==> src/rtl/fwsp_pkg.sv <==
`timescale 1ns / 1ps

package fwsp_pkg;

    localparam int WHEELS_DEF = 4;
    localparam int WHEEL_W    = 2;
    localparam int SPEED_W    = 16;
    localparam int GAIN_W     = 8;
    localparam int LEVEL_W    = 16;
    localparam int LIMIT_W    = 15;
    localparam int MASK_W     = 4;
    localparam int ERR_W      = 18;
    localparam int INTEG_W    = 16;
    localparam int CFG_IDX_W  = 3;
    localparam int CFG_DATA_W = 16;
    localparam int S_TDATA_W  = 40;
    localparam int M_TDATA_W  = 24;

    localparam logic [GAIN_W-1:0]  GAIN_P_RST    = 8'd1;
    localparam logic [GAIN_W-1:0]  GAIN_I_RST    = 8'd0;
    localparam logic [GAIN_W-1:0]  GAIN_D_RST    = 8'd0;
    localparam logic [LEVEL_W-1:0] OFFSET_RST    = 16'd200;
    localparam logic [LIMIT_W-1:0] LIMIT_RST     = 15'd100;
    localparam logic [LEVEL_W-1:0] DRIVE_MAX_RST = 16'd1000;
    localparam logic [MASK_W-1:0]  MAG_MASK_RST  = 4'd9;

    typedef enum logic [CFG_IDX_W-1:0] {
        REG_GAIN_P    = 3'd0,
        REG_GAIN_I    = 3'd1,
        REG_GAIN_D    = 3'd2,
        REG_OFFSET    = 3'd3,
        REG_LIMIT     = 3'd4,
        REG_DRIVE_MAX = 3'd5,
        REG_MAG_MASK  = 3'd6
    } fwsp_reg_idx_t;

    typedef enum logic [1:0] {
        DIR_HOLD = 2'd0,
        DIR_FWD  = 2'd1,
        DIR_BACK = 2'd2
    } fwsp_dir_t;

    typedef struct packed {
        logic [GAIN_W-1:0]  gain_p;
        logic [GAIN_W-1:0]  gain_i;
        logic [GAIN_W-1:0]  gain_d;
        logic [LEVEL_W-1:0] drive_offset;
        logic [LIMIT_W-1:0] integral_limit;
        logic [LEVEL_W-1:0] drive_max;
        logic [MASK_W-1:0]  magnitude_mask;
    } fwsp_cfg_t;

    typedef struct packed {
        logic signed [INTEG_W-1:0] integ;
        logic signed [ERR_W-1:0]   last_err;
    } fwsp_state_t;

    typedef struct packed {
        fwsp_dir_t          direction;
        logic [LEVEL_W-1:0] level;
    } fwsp_drive_t;

endpackage

==> src/rtl/fwsp_calc.sv <==
`timescale 1ns / 1ps

module fwsp_calc
    import fwsp_pkg::*;
(
    input  fwsp_cfg_t                  cfg,
    input  logic                       mag,
    input  logic                       wheel_ok,
    input  logic signed [SPEED_W-1:0]  target,
    input  logic signed [SPEED_W-1:0]  measured,
    input  fwsp_state_t                state_cur,
    output fwsp_state_t                state_new,
    output fwsp_drive_t                drive
);

    localparam int SUM_W = 30;

    logic signed [ERR_W-1:0]   t_ext;
    logic signed [ERR_W-1:0]   m_ext;
    logic signed [ERR_W-1:0]   t_abs;
    logic signed [ERR_W-1:0]   err;
    logic signed [ERR_W:0]     isum;
    logic signed [ERR_W:0]     lim;
    logic signed [ERR_W:0]     iclamp;
    logic signed [ERR_W:0]     deriv;
    logic signed [26:0]        pprod;
    logic signed [26:0]        pterm;
    logic signed [24:0]        iprod;
    logic signed [27:0]        dprod;
    logic signed [SUM_W-1:0]   sum;
    logic signed [SUM_W-1:0]   max_ext;

    assign t_ext = {{(ERR_W-SPEED_W){target[SPEED_W-1]}}, target};
    assign m_ext = {{(ERR_W-SPEED_W){measured[SPEED_W-1]}}, measured};
    assign t_abs = target[SPEED_W-1] ? -t_ext : t_ext;
    assign err   = (mag ? t_abs : t_ext) - m_ext;

    // integral clamped to +-limit
    assign isum = {{(ERR_W+1-INTEG_W){state_cur.integ[INTEG_W-1]}}, state_cur.integ}
                + {err[ERR_W-1], err};
    assign lim  = {{(ERR_W+1-LIMIT_W){1'b0}}, cfg.integral_limit};

    always_comb begin
        priority if (isum > lim) begin
            iclamp = lim;
        end else if (isum < -lim) begin
            iclamp = -lim;
        end else begin
            iclamp = isum;
        end
    end

    assign deriv = {err[ERR_W-1], err}
                 - {state_cur.last_err[ERR_W-1], state_cur.last_err};

    assign pprod = $signed({1'b0, cfg.gain_p}) * err;
    assign pterm = (!mag && target[SPEED_W-1]) ? -pprod : pprod;
    assign iprod = $signed({1'b0, cfg.gain_i}) * $signed(iclamp[INTEG_W-1:0]);
    assign dprod = $signed({1'b0, cfg.gain_d}) * deriv;

    assign sum = SUM_W'(pterm) + SUM_W'(iprod) - SUM_W'(dprod)
               + $signed({{(SUM_W-LEVEL_W){1'b0}}, cfg.drive_offset});
    assign max_ext = $signed({{(SUM_W-LEVEL_W){1'b0}}, cfg.drive_max});

    assign state_new.integ    = iclamp[INTEG_W-1:0];
    assign state_new.last_err = err;

    always_comb begin
        drive.direction = DIR_HOLD;
        drive.level     = '0;
        if (wheel_ok && target != '0) begin
            drive.direction = target[SPEED_W-1] ? DIR_BACK : DIR_FWD;
            priority if (sum[SUM_W-1]) begin
                drive.level = '0;
            end else if (sum > max_ext) begin
                drive.level = cfg.drive_max;
            end else begin
                drive.level = sum[LEVEL_W-1:0];
            end
        end
    end

endmodule

==> src/rtl/four_wheel_speed_pid.sv <==
`timescale 1ns / 1ps
// Per-wheel PID speed controller, four wheels by default.
// Input stream: one beat per sample, carrying wheel number, signed target
// speed and signed measured encoder delta. Output stream: one beat per input
// beat, in order, carrying wheel number, direction code (0 hold, 1 forward,
// 2 backward) and a drive level saturated to 0..drive_max.
// Each wheel keeps a clamped integral and its previous error; both update on
// every sample of that wheel, including zero-target samples.
// Gains, offset, integral limit, drive max and magnitude mask are written
// through cfg_wr_en / cfg_index / cfg_wdata; the user must write them only
// while no beat is in flight; the block does not enforce this. A beat goes
// from the input register to the output register. Throughput: one beat per
// cycle while m_axis_tready is high; wheel state is read and written in the
// cycle a beat moves between them, so one wheel's samples may be adjacent.
// Reset (aresetn low, synchronous) clears both registers' valid flags, loads
// the default configuration and zeroes all wheel state.
// When m_axis_tready is low the output beat holds; one further beat is taken
// into the input register, then s_axis_tready drops.
module four_wheel_speed_pid
    import fwsp_pkg::*;
#(
    parameter int WHEELS = WHEELS_DEF
) (
    input  logic                   aclk,
    input  logic                   aresetn,

    input  logic                   s_axis_tvalid,
    output logic                   s_axis_tready,
    // [1:0] wheel, [17:2] target_speed, [33:18] measured_speed, [39:34] zero
    input  logic [S_TDATA_W-1:0]   s_axis_tdata,

    output logic                   m_axis_tvalid,
    input  logic                   m_axis_tready,
    // [1:0] wheel_out, [3:2] direction, [19:4] drive_level, [23:20] zero
    output logic [M_TDATA_W-1:0]   m_axis_tdata,

    input  logic                   cfg_wr_en,
    input  logic [CFG_IDX_W-1:0]   cfg_index,
    input  logic [CFG_DATA_W-1:0]  cfg_wdata
);

    localparam int ST_DEPTH = (WHEELS < 4) ? WHEELS : 4;

    fwsp_cfg_t                  cfg_reg;
    fwsp_state_t                st_reg [ST_DEPTH];

    logic                       in_valid_reg;
    logic [WHEEL_W-1:0]         in_wheel_reg;
    logic signed [SPEED_W-1:0]  in_target_reg;
    logic signed [SPEED_W-1:0]  in_measured_reg;

    logic                       out_valid_reg;
    logic [WHEEL_W-1:0]         out_wheel_reg;
    fwsp_drive_t                out_drive_reg;

    logic                       s_accept;
    logic                       adv;
    logic                       wheel_ok;
    logic                       mag;
    fwsp_state_t                st_cur;
    fwsp_state_t                st_new;
    fwsp_drive_t                drive;

    assign adv           = in_valid_reg && (!out_valid_reg || m_axis_tready);
    assign s_axis_tready = !in_valid_reg || adv;
    assign s_accept      = s_axis_tvalid && s_axis_tready;

    assign wheel_ok = int'(in_wheel_reg) < WHEELS;
    assign mag      = cfg_reg.magnitude_mask[in_wheel_reg];

    always_comb begin
        st_cur = '0;
        for (int e = 0; e < ST_DEPTH; e++) begin
            if (in_wheel_reg == WHEEL_W'(e)) begin
                st_cur = st_reg[e];
            end
        end
    end

    fwsp_calc u_calc (
        .cfg       (cfg_reg),
        .mag       (mag),
        .wheel_ok  (wheel_ok),
        .target    (in_target_reg),
        .measured  (in_measured_reg),
        .state_cur (st_cur),
        .state_new (st_new),
        .drive     (drive)
    );

    always_ff @(posedge aclk) begin
        if (!aresetn) begin
            cfg_reg.gain_p         <= GAIN_P_RST;
            cfg_reg.gain_i         <= GAIN_I_RST;
            cfg_reg.gain_d         <= GAIN_D_RST;
            cfg_reg.drive_offset   <= OFFSET_RST;
            cfg_reg.integral_limit <= LIMIT_RST;
            cfg_reg.drive_max      <= DRIVE_MAX_RST;
            cfg_reg.magnitude_mask <= MAG_MASK_RST;
        end else if (cfg_wr_en) begin
            unique case (fwsp_reg_idx_t'(cfg_index))
                REG_GAIN_P:    cfg_reg.gain_p         <= cfg_wdata[GAIN_W-1:0];
                REG_GAIN_I:    cfg_reg.gain_i         <= cfg_wdata[GAIN_W-1:0];
                REG_GAIN_D:    cfg_reg.gain_d         <= cfg_wdata[GAIN_W-1:0];
                REG_OFFSET:    cfg_reg.drive_offset   <= cfg_wdata[LEVEL_W-1:0];
                REG_LIMIT:     cfg_reg.integral_limit <= cfg_wdata[LIMIT_W-1:0];
                REG_DRIVE_MAX: cfg_reg.drive_max      <= cfg_wdata[LEVEL_W-1:0];
                REG_MAG_MASK:  cfg_reg.magnitude_mask <= cfg_wdata[MASK_W-1:0];
                default: begin
                end
            endcase
        end
    end

    always_ff @(posedge aclk) begin
        if (!aresetn) begin
            for (int e = 0; e < ST_DEPTH; e++) begin
                st_reg[e] <= '0;
            end
        end else if (adv && wheel_ok) begin
            for (int e = 0; e < ST_DEPTH; e++) begin
                if (in_wheel_reg == WHEEL_W'(e)) begin
                    st_reg[e] <= st_new;
                end
            end
        end
    end

    always_ff @(posedge aclk) begin
        if (!aresetn) begin
            in_valid_reg <= 1'b0;
        end else if (s_accept) begin
            in_valid_reg <= 1'b1;
        end else if (adv) begin
            in_valid_reg <= 1'b0;
        end
    end

    always_ff @(posedge aclk) begin
        if (s_accept) begin
            in_wheel_reg    <= s_axis_tdata[1:0];
            in_target_reg   <= s_axis_tdata[17:2];
            in_measured_reg <= s_axis_tdata[33:18];
        end
    end

    always_ff @(posedge aclk) begin
        if (!aresetn) begin
            out_valid_reg <= 1'b0;
        end else if (adv) begin
            out_valid_reg <= 1'b1;
        end else if (m_axis_tready) begin
            out_valid_reg <= 1'b0;
        end
    end

    always_ff @(posedge aclk) begin
        if (adv) begin
            out_wheel_reg <= in_wheel_reg;
            out_drive_reg <= drive;
        end
    end

    assign m_axis_tvalid = out_valid_reg;
    assign m_axis_tdata  = {4'b0, out_drive_reg.level, out_drive_reg.direction,
                            out_wheel_reg};

    a_level_in_range: assert property (@(posedge aclk) disable iff (!aresetn)
        out_valid_reg |-> out_drive_reg.level <= cfg_reg.drive_max)
        else $error("drive level above drive_max");

    a_hold_zero: assert property (@(posedge aclk) disable iff (!aresetn)
        (out_valid_reg && out_drive_reg.direction == DIR_HOLD)
            |-> out_drive_reg.level == '0)
        else $error("nonzero level with hold direction");

    a_adv_fills_out: assert property (@(posedge aclk) disable iff (!aresetn)
        adv |=> out_valid_reg)
        else $error("advanced beat lost");

    a_in_held: assert property (@(posedge aclk) disable iff (!aresetn)
        (in_valid_reg && !adv) |=> (in_valid_reg && $stable(in_target_reg)
            && $stable(in_wheel_reg)))
        else $error("stalled input register changed");

endmodule
==> config.mk <==
export PLATFORM = sky130hd
export DESIGN_NAME = four_wheel_speed_pid
export DESIGN_NICKNAME = d
export VERILOG_FILES = /design/src/rtl/fwsp_pkg.sv /design/src/rtl/fwsp_calc.sv /design/src/rtl/four_wheel_speed_pid.sv
export SDC_FILE = /design/constraint.sdc
export NUM_CORES = 2
export LEC_CHECK = 0
export BUFFER_PORTS_ARGS = -buffer_cell sky130_fd_sc_hd__buf_4
export CAP_MARGIN = 20
export CORE_MARGIN = 2
export CORE_UTILIZATION = 25
export CTS_CLUSTER_DIAMETER = 100
export CTS_CLUSTER_SIZE = 16
export DETAILED_ROUTE_END_ITERATION = 8
export HOLD_SLACK_MARGIN = 0.1
export PLACE_DENSITY = 0.36
export REMOVE_ABC_BUFFERS = 1
export SLEW_MARGIN = 15
export SYNTH_ARGS = -nofsm -noshare
export SYNTH_HDL_FRONTEND = slang
export SYNTH_HIERARCHICAL = 1
export SYNTH_SLANG_ARGS = --single-unit
==> constraint.sdc <==
create_clock -name aclk -period 30.7 [get_ports aclk]
set_input_delay 9.21 -clock aclk [delete_from_list [all_inputs] [get_ports aclk]]
set_output_delay 9.21 -clock aclk [all_outputs]
set_load 0.02 [all_outputs]
# After elaboration in Yosys (flattened, before gate mapping)
# Memories as Yosys holds them, arrays and structs flattened.
# Index checks and enable logic that the tools add are counted.
totals:
  wordCells: 105
  input_bits: 64
  latch_bits: 0
  output_inout_bits: 26
  ff_bits: 131
  mem_bits_ro: 0
  n_memories: 1
  mem_bits_rw: 136
classes:
  add_sub_neg: 9
  n_reduce_logical: 21
  div: 0
  order_cmp: 4
  shift: 0
  multipliers: 3
  n_bitwise: 5
  n_eq_ne: 9
  n_mux: 38
memory_table:
  columns: ["memory", "depth", "width", "read_ports", "rd_ports_with_merged_regs", "write_ports", "line", "text"]
  rows:
  - ["st_reg", 4, 34, 4, 0, 4, "four_wheel_speed_pid.sv:45", "fwsp_state_t st_reg [ST_DEPTH];"]
ops:
  columns: ["cell", "n"]
  rows:
  - ["$mux W34", 8]
  - ["$mux W16", 3]
  - ["$mux W18", 2]
  - ["$add A30 B17 Y30", 1]
  - ["$gt A30 B17 Y1", 1]
  - ["$sub A28 B28 Y29", 1]
  - ["$add A27 B25 Y28", 1]
  - ["$mul A9 B19 Y28", 1]
  - ["$mul A9 B18 Y27", 1]
  - ["$mux W27", 1]
  - ["$neg A27 Y27", 1]
  - ["$mul A9 B16 Y25", 1]
  - ["$mux W1", 22]
  - ["$add A16 B18 Y19", 1]
  - ["$gt A19 B16 Y1", 1]
  - ["$lt A19 B19 Y1", 1]
  - ["$neg A15 Y19", 1]
  - ["$sub A18 B18 Y19", 1]
  - ["$neg A16 Y18", 1]
  - ["$sub A18 B16 Y18", 1]
  - ["$reduce_bool A16 Y1", 1]
  - ["$reduce_and A2 Y1", 7]
  - ["$eq A3 B3 Y1 const B", 3]
  - ["$eq A3 B2 Y1 const B", 2]
  - ["other kinds (15)", 25]

# Longest topological paths before layout
logic_depth:
  depth_word: 15
  depth_mapped: 78
  depth_no_buf: 71

# Cells and area by module
# Netlist, hierarchy kept.
by_module_without_submodules:
  columns: ["module", "cells_per_inst", "area_per_inst_um2", "instances", "seq_area_each_um2"]
  rows:
  - ["fwsp_calc", 2758, 23153.5, 1, 0.0]
  - ["four_wheel_speed_pid", 880, 12396.9, 1, 7247.0]

# Worst setup path before layout
# OpenSTA, ideal clock, no wires.
synth_timing:
  path_type: "input-to-output"
  startpoint: "input port m_axis_tready"
  endpoint: "output port s_axis_tready"
  n_path_buf: 0
  stages: 2
  t_required_ns: 21.490
  setup_slack_ns: 11.951
  arrival_ns: 9.539
  path_cell_list: "and3b_1 -> inv_1"
synth_between:
  elab_chain_cells: 3
synth_lines:
  columns: ["item", "line", "text"]
  rows:
  - ["start: declaration", "four_wheel_speed_pid.sv:33", "input logic m_axis_tready,"]
  - ["$logic_or A1 B1 Y1", "four_wheel_speed_pid.sv:64", "assign adv = in_valid_reg && (!out_valid_reg || m_axis_tready);"]
  - ["$logic_and A1 B1 Y1", "four_wheel_speed_pid.sv:64", null]
  - ["$logic_or A1 B1 Y1", "four_wheel_speed_pid.sv:65", "assign s_axis_tready = !in_valid_reg || adv;"]
  - ["end: declaration", "four_wheel_speed_pid.sv:28", "output logic s_axis_tready,"]
# No other way between the ends.

# Worst setup path after layout
# Same ends and word-level chain as after synthesis.

==> flow_summary.yaml <==
final_layout:
  largest_reg_flops: 136
  nNetsFinal: 4424
  final_cells: 5578
  syn_to_final_growth_pct: 10.5
  drive_gt1_share_pct: 9.17
  postLayoutCoreUtil_pct: 27.8
logic_synthesis:
  syn_area_um2: 35600
  postSynthCellCount: 3638
  synthFlopType: "edfxtp_1"
  synth.yosys.seq_area_share_pct: 20.4
  ys_types: 105
  ys_warn_count: 6
  avgSynthCellArea_um2: 9.77
  synthArstFlopShare_pct: 0
  synth_edf_count: 190
  ys_ff_latch: 267
sta:
  setup_viol: 0
  rsz0062_at_grt: "no"
  slew_headroom_pct: 22.7
  period_needed_ns: 19.04
  fin_tns_setup_ns: 0
  fin_crit_sh_pct: 62.0
  drv_slew: 0
  finClkSkew_ns: 0.0465
  max_freq_mhz: 52.5
  hold_viol: 0
  tightest_slew_ns: 1.16
clock_network:
  clk_pin_slew_ns: 0.08
  worstSkewPairLatency_ns: 0.63
  cts_max_path_buffers: 3
  ctsHoldBuffers: 0
  post_cts_buffers: 0
  root_buffer: "clkbuf_16"
  cts_tree: "yes"
  cts_resized: 0
  cts_max_level: 1
  cts.sinks: 267
  cts_buffers: 26
detailed_routing:
  firstDrtPassIters: 7
  via_per_inst: 4.67
  drtIter0Drc: 1564
  ant_nets: 0
  vias: 26000
  wl_per_cell_um: 21.0
  totalWireLength_um: 117000
  post-route-drc-count: 0
floorplan:
  dieHeight_um: 381
  io_pins: 90
  die_area_um2: 145000
  row_count: 138
  die_w_um: 381
  coreArea_um2: 141000
  start_util_pct: 25.1
worst_setup_path:
  cp.depth: 4
  path_cells: "buf_4 -> and3b_1 -> inv_1 -> buf_4"
  worst_path_max_delay_cell: "and3b_1"
  path_class: "input pin to primary output"
  path_common_cell: "buf_4"
  cp.arrival_ns: 9.83
  r2r_cells: 65
  crit_required_ns: 21.49
  cp_max_fo: 3
  endpoint_kind: "primary output"
  crit_buf_inv: 3
  crit_family: "buffers and inverters"
  startpoint_type: "input pin"
  slowest_delay_ns: 0.29
grt:
  antenna_found_initial: 12
  grt_usage_pct: 16.1
  grt.overflow.total: 0
  grt_pass1_vias: 27400
  grt_pass1_wl_um: 178000
  grt_start_max_net_pins: 101
placed_design:
  place.gp.congestion: 0.787
  placed_cells: 5526
  place_hpwl_um: 90500
  port_buffers: 79
run:
  maxCapViolCount: 0
worst_hold_path:
  hp-class: "register to register"
  hold_depth: 2
outcome:
  status: "complete, no violations"
[cell usage after synthesis, types with 72 or more instances]
cell type	instances	area (um2)
inv_1	542	2030
edfxtp_1	190	5710
nor2b_1	76	475
clkbuf_1	98	368
nand2_1	377	1420
nand3_1	76	380
xnor2_1	105	920
nand3b_1	72	541
dfxtp_1	77	1540
nor4b_1	109	955
nor2_1	90	338
and2_1	199	1240
mux2i_1	92	921
a21oi_1	103	515
fa_1	426	8530
ha_1	270	3380
[logic make-up (layout without fill, tap and decap cells)]
logic type	after synthesis	after routing	share of synthesized area, %
AND/OR/NAND/NOR	1243	1243	20.6
buffers and inverters	719	760	8.33
adder cells (fa/ha/maj)	696	696	33.5
AO/OA/AOI/OAI	440	440	8.78
flip-flops	267	267	20.4
XOR/XNOR	144	144	3.59
multiplexers	127	127	4.81
other	2	11	0.0211
[routing by layer]
| layer | GRT usage [%] | up-vias | wire (um) |
|---|---|---|---|
| li1 | - | 12300 | - |
| met1 | 22.9 | 13200 | 56000 |
| met2 | 26.7 | 415 | 55100 |
| met3 | 1.34 | 77 | 3700 |
| met4 | 3.25 | 0 | 2380 |
| met5 | 0 | - | 0 |
[worst paths after layout]
path | startpoint | endpoint | slack [ns]
worst min-delay path | cfg_reg[37] | cfg_reg[37] | 0.47
worst max register to register | in_wheel_reg[0] | m_axis_tdata[13] | 11.70
worst min register to register | cfg_reg[37] | cfg_reg[37] | 0.47
worst max-delay path | m_axis_tready | s_axis_tready | 11.66
[per-stage QoR]
step	area [um2]	setup WS [ns]	hold WS [ns]
CTS	39300	11.65	0.473
global route	39300	10.44	0.488
global placement	38400	11.65	0.453
floorplan	34700	10.52	0.436
detailed placement	38400	11.65	0.456
finish	39300	11.66	0.469
[worst register-to-register path, delay by kind of cell, from the launching register on]
family	cells	cell delay, ns
DFF	1	0.59
muxes	2	0.92
AOI/OAI and AO/OA	28	7.40
buffers and inverters	7	0.69
and+or+nand+nor	12	3.00
xor gates and xnor gates	3	0.40
adders and majority gates	13	5.73
[cell usage in the layout (no fill, tap or decap), types with 14 or more instances in the layout]
cell type and count:
inv_1 543, nand2_1 377, o211ai_1 19, and3_1 16
a211oi_1 21, or4_1 16, nand2b_1 23, nor2_1 88
dfxtp_1 77, nand3_1 76, nor4b_2 28, or3_1 20
ha_1 270, edfxtp_1 190, o21a_1 18, clkbuf_16 26
o21ai_0 68, nor4b_1 108, mux4_2 35, xnor2_1 99
and2_1 199, fa_1 426, mux2i_1 91, xor2_1 38
nand3b_1 72, o31ai_1 14, a21o_1 40, buf_4 165
nor2b_1 74, a21boi_0 19, nor3_1 42, or3b_1 30
a21oi_1 102, o21bai_1 14
[layout make-up]
cell class,count,area (um2)
clock buffers,36,698
diodes,4,10.0
well taps,1890,2360
flip-flops and latches,267,7250
fillers,15100,102000
multi-input cells,2657,25500
inverters,545,2050
clock inverters,12,144
repair buffers,167,1270
Power is left out: the tool's default activity adds up to more than one toggle a clock period on the data nets, which glitch-free logic cannot reach.
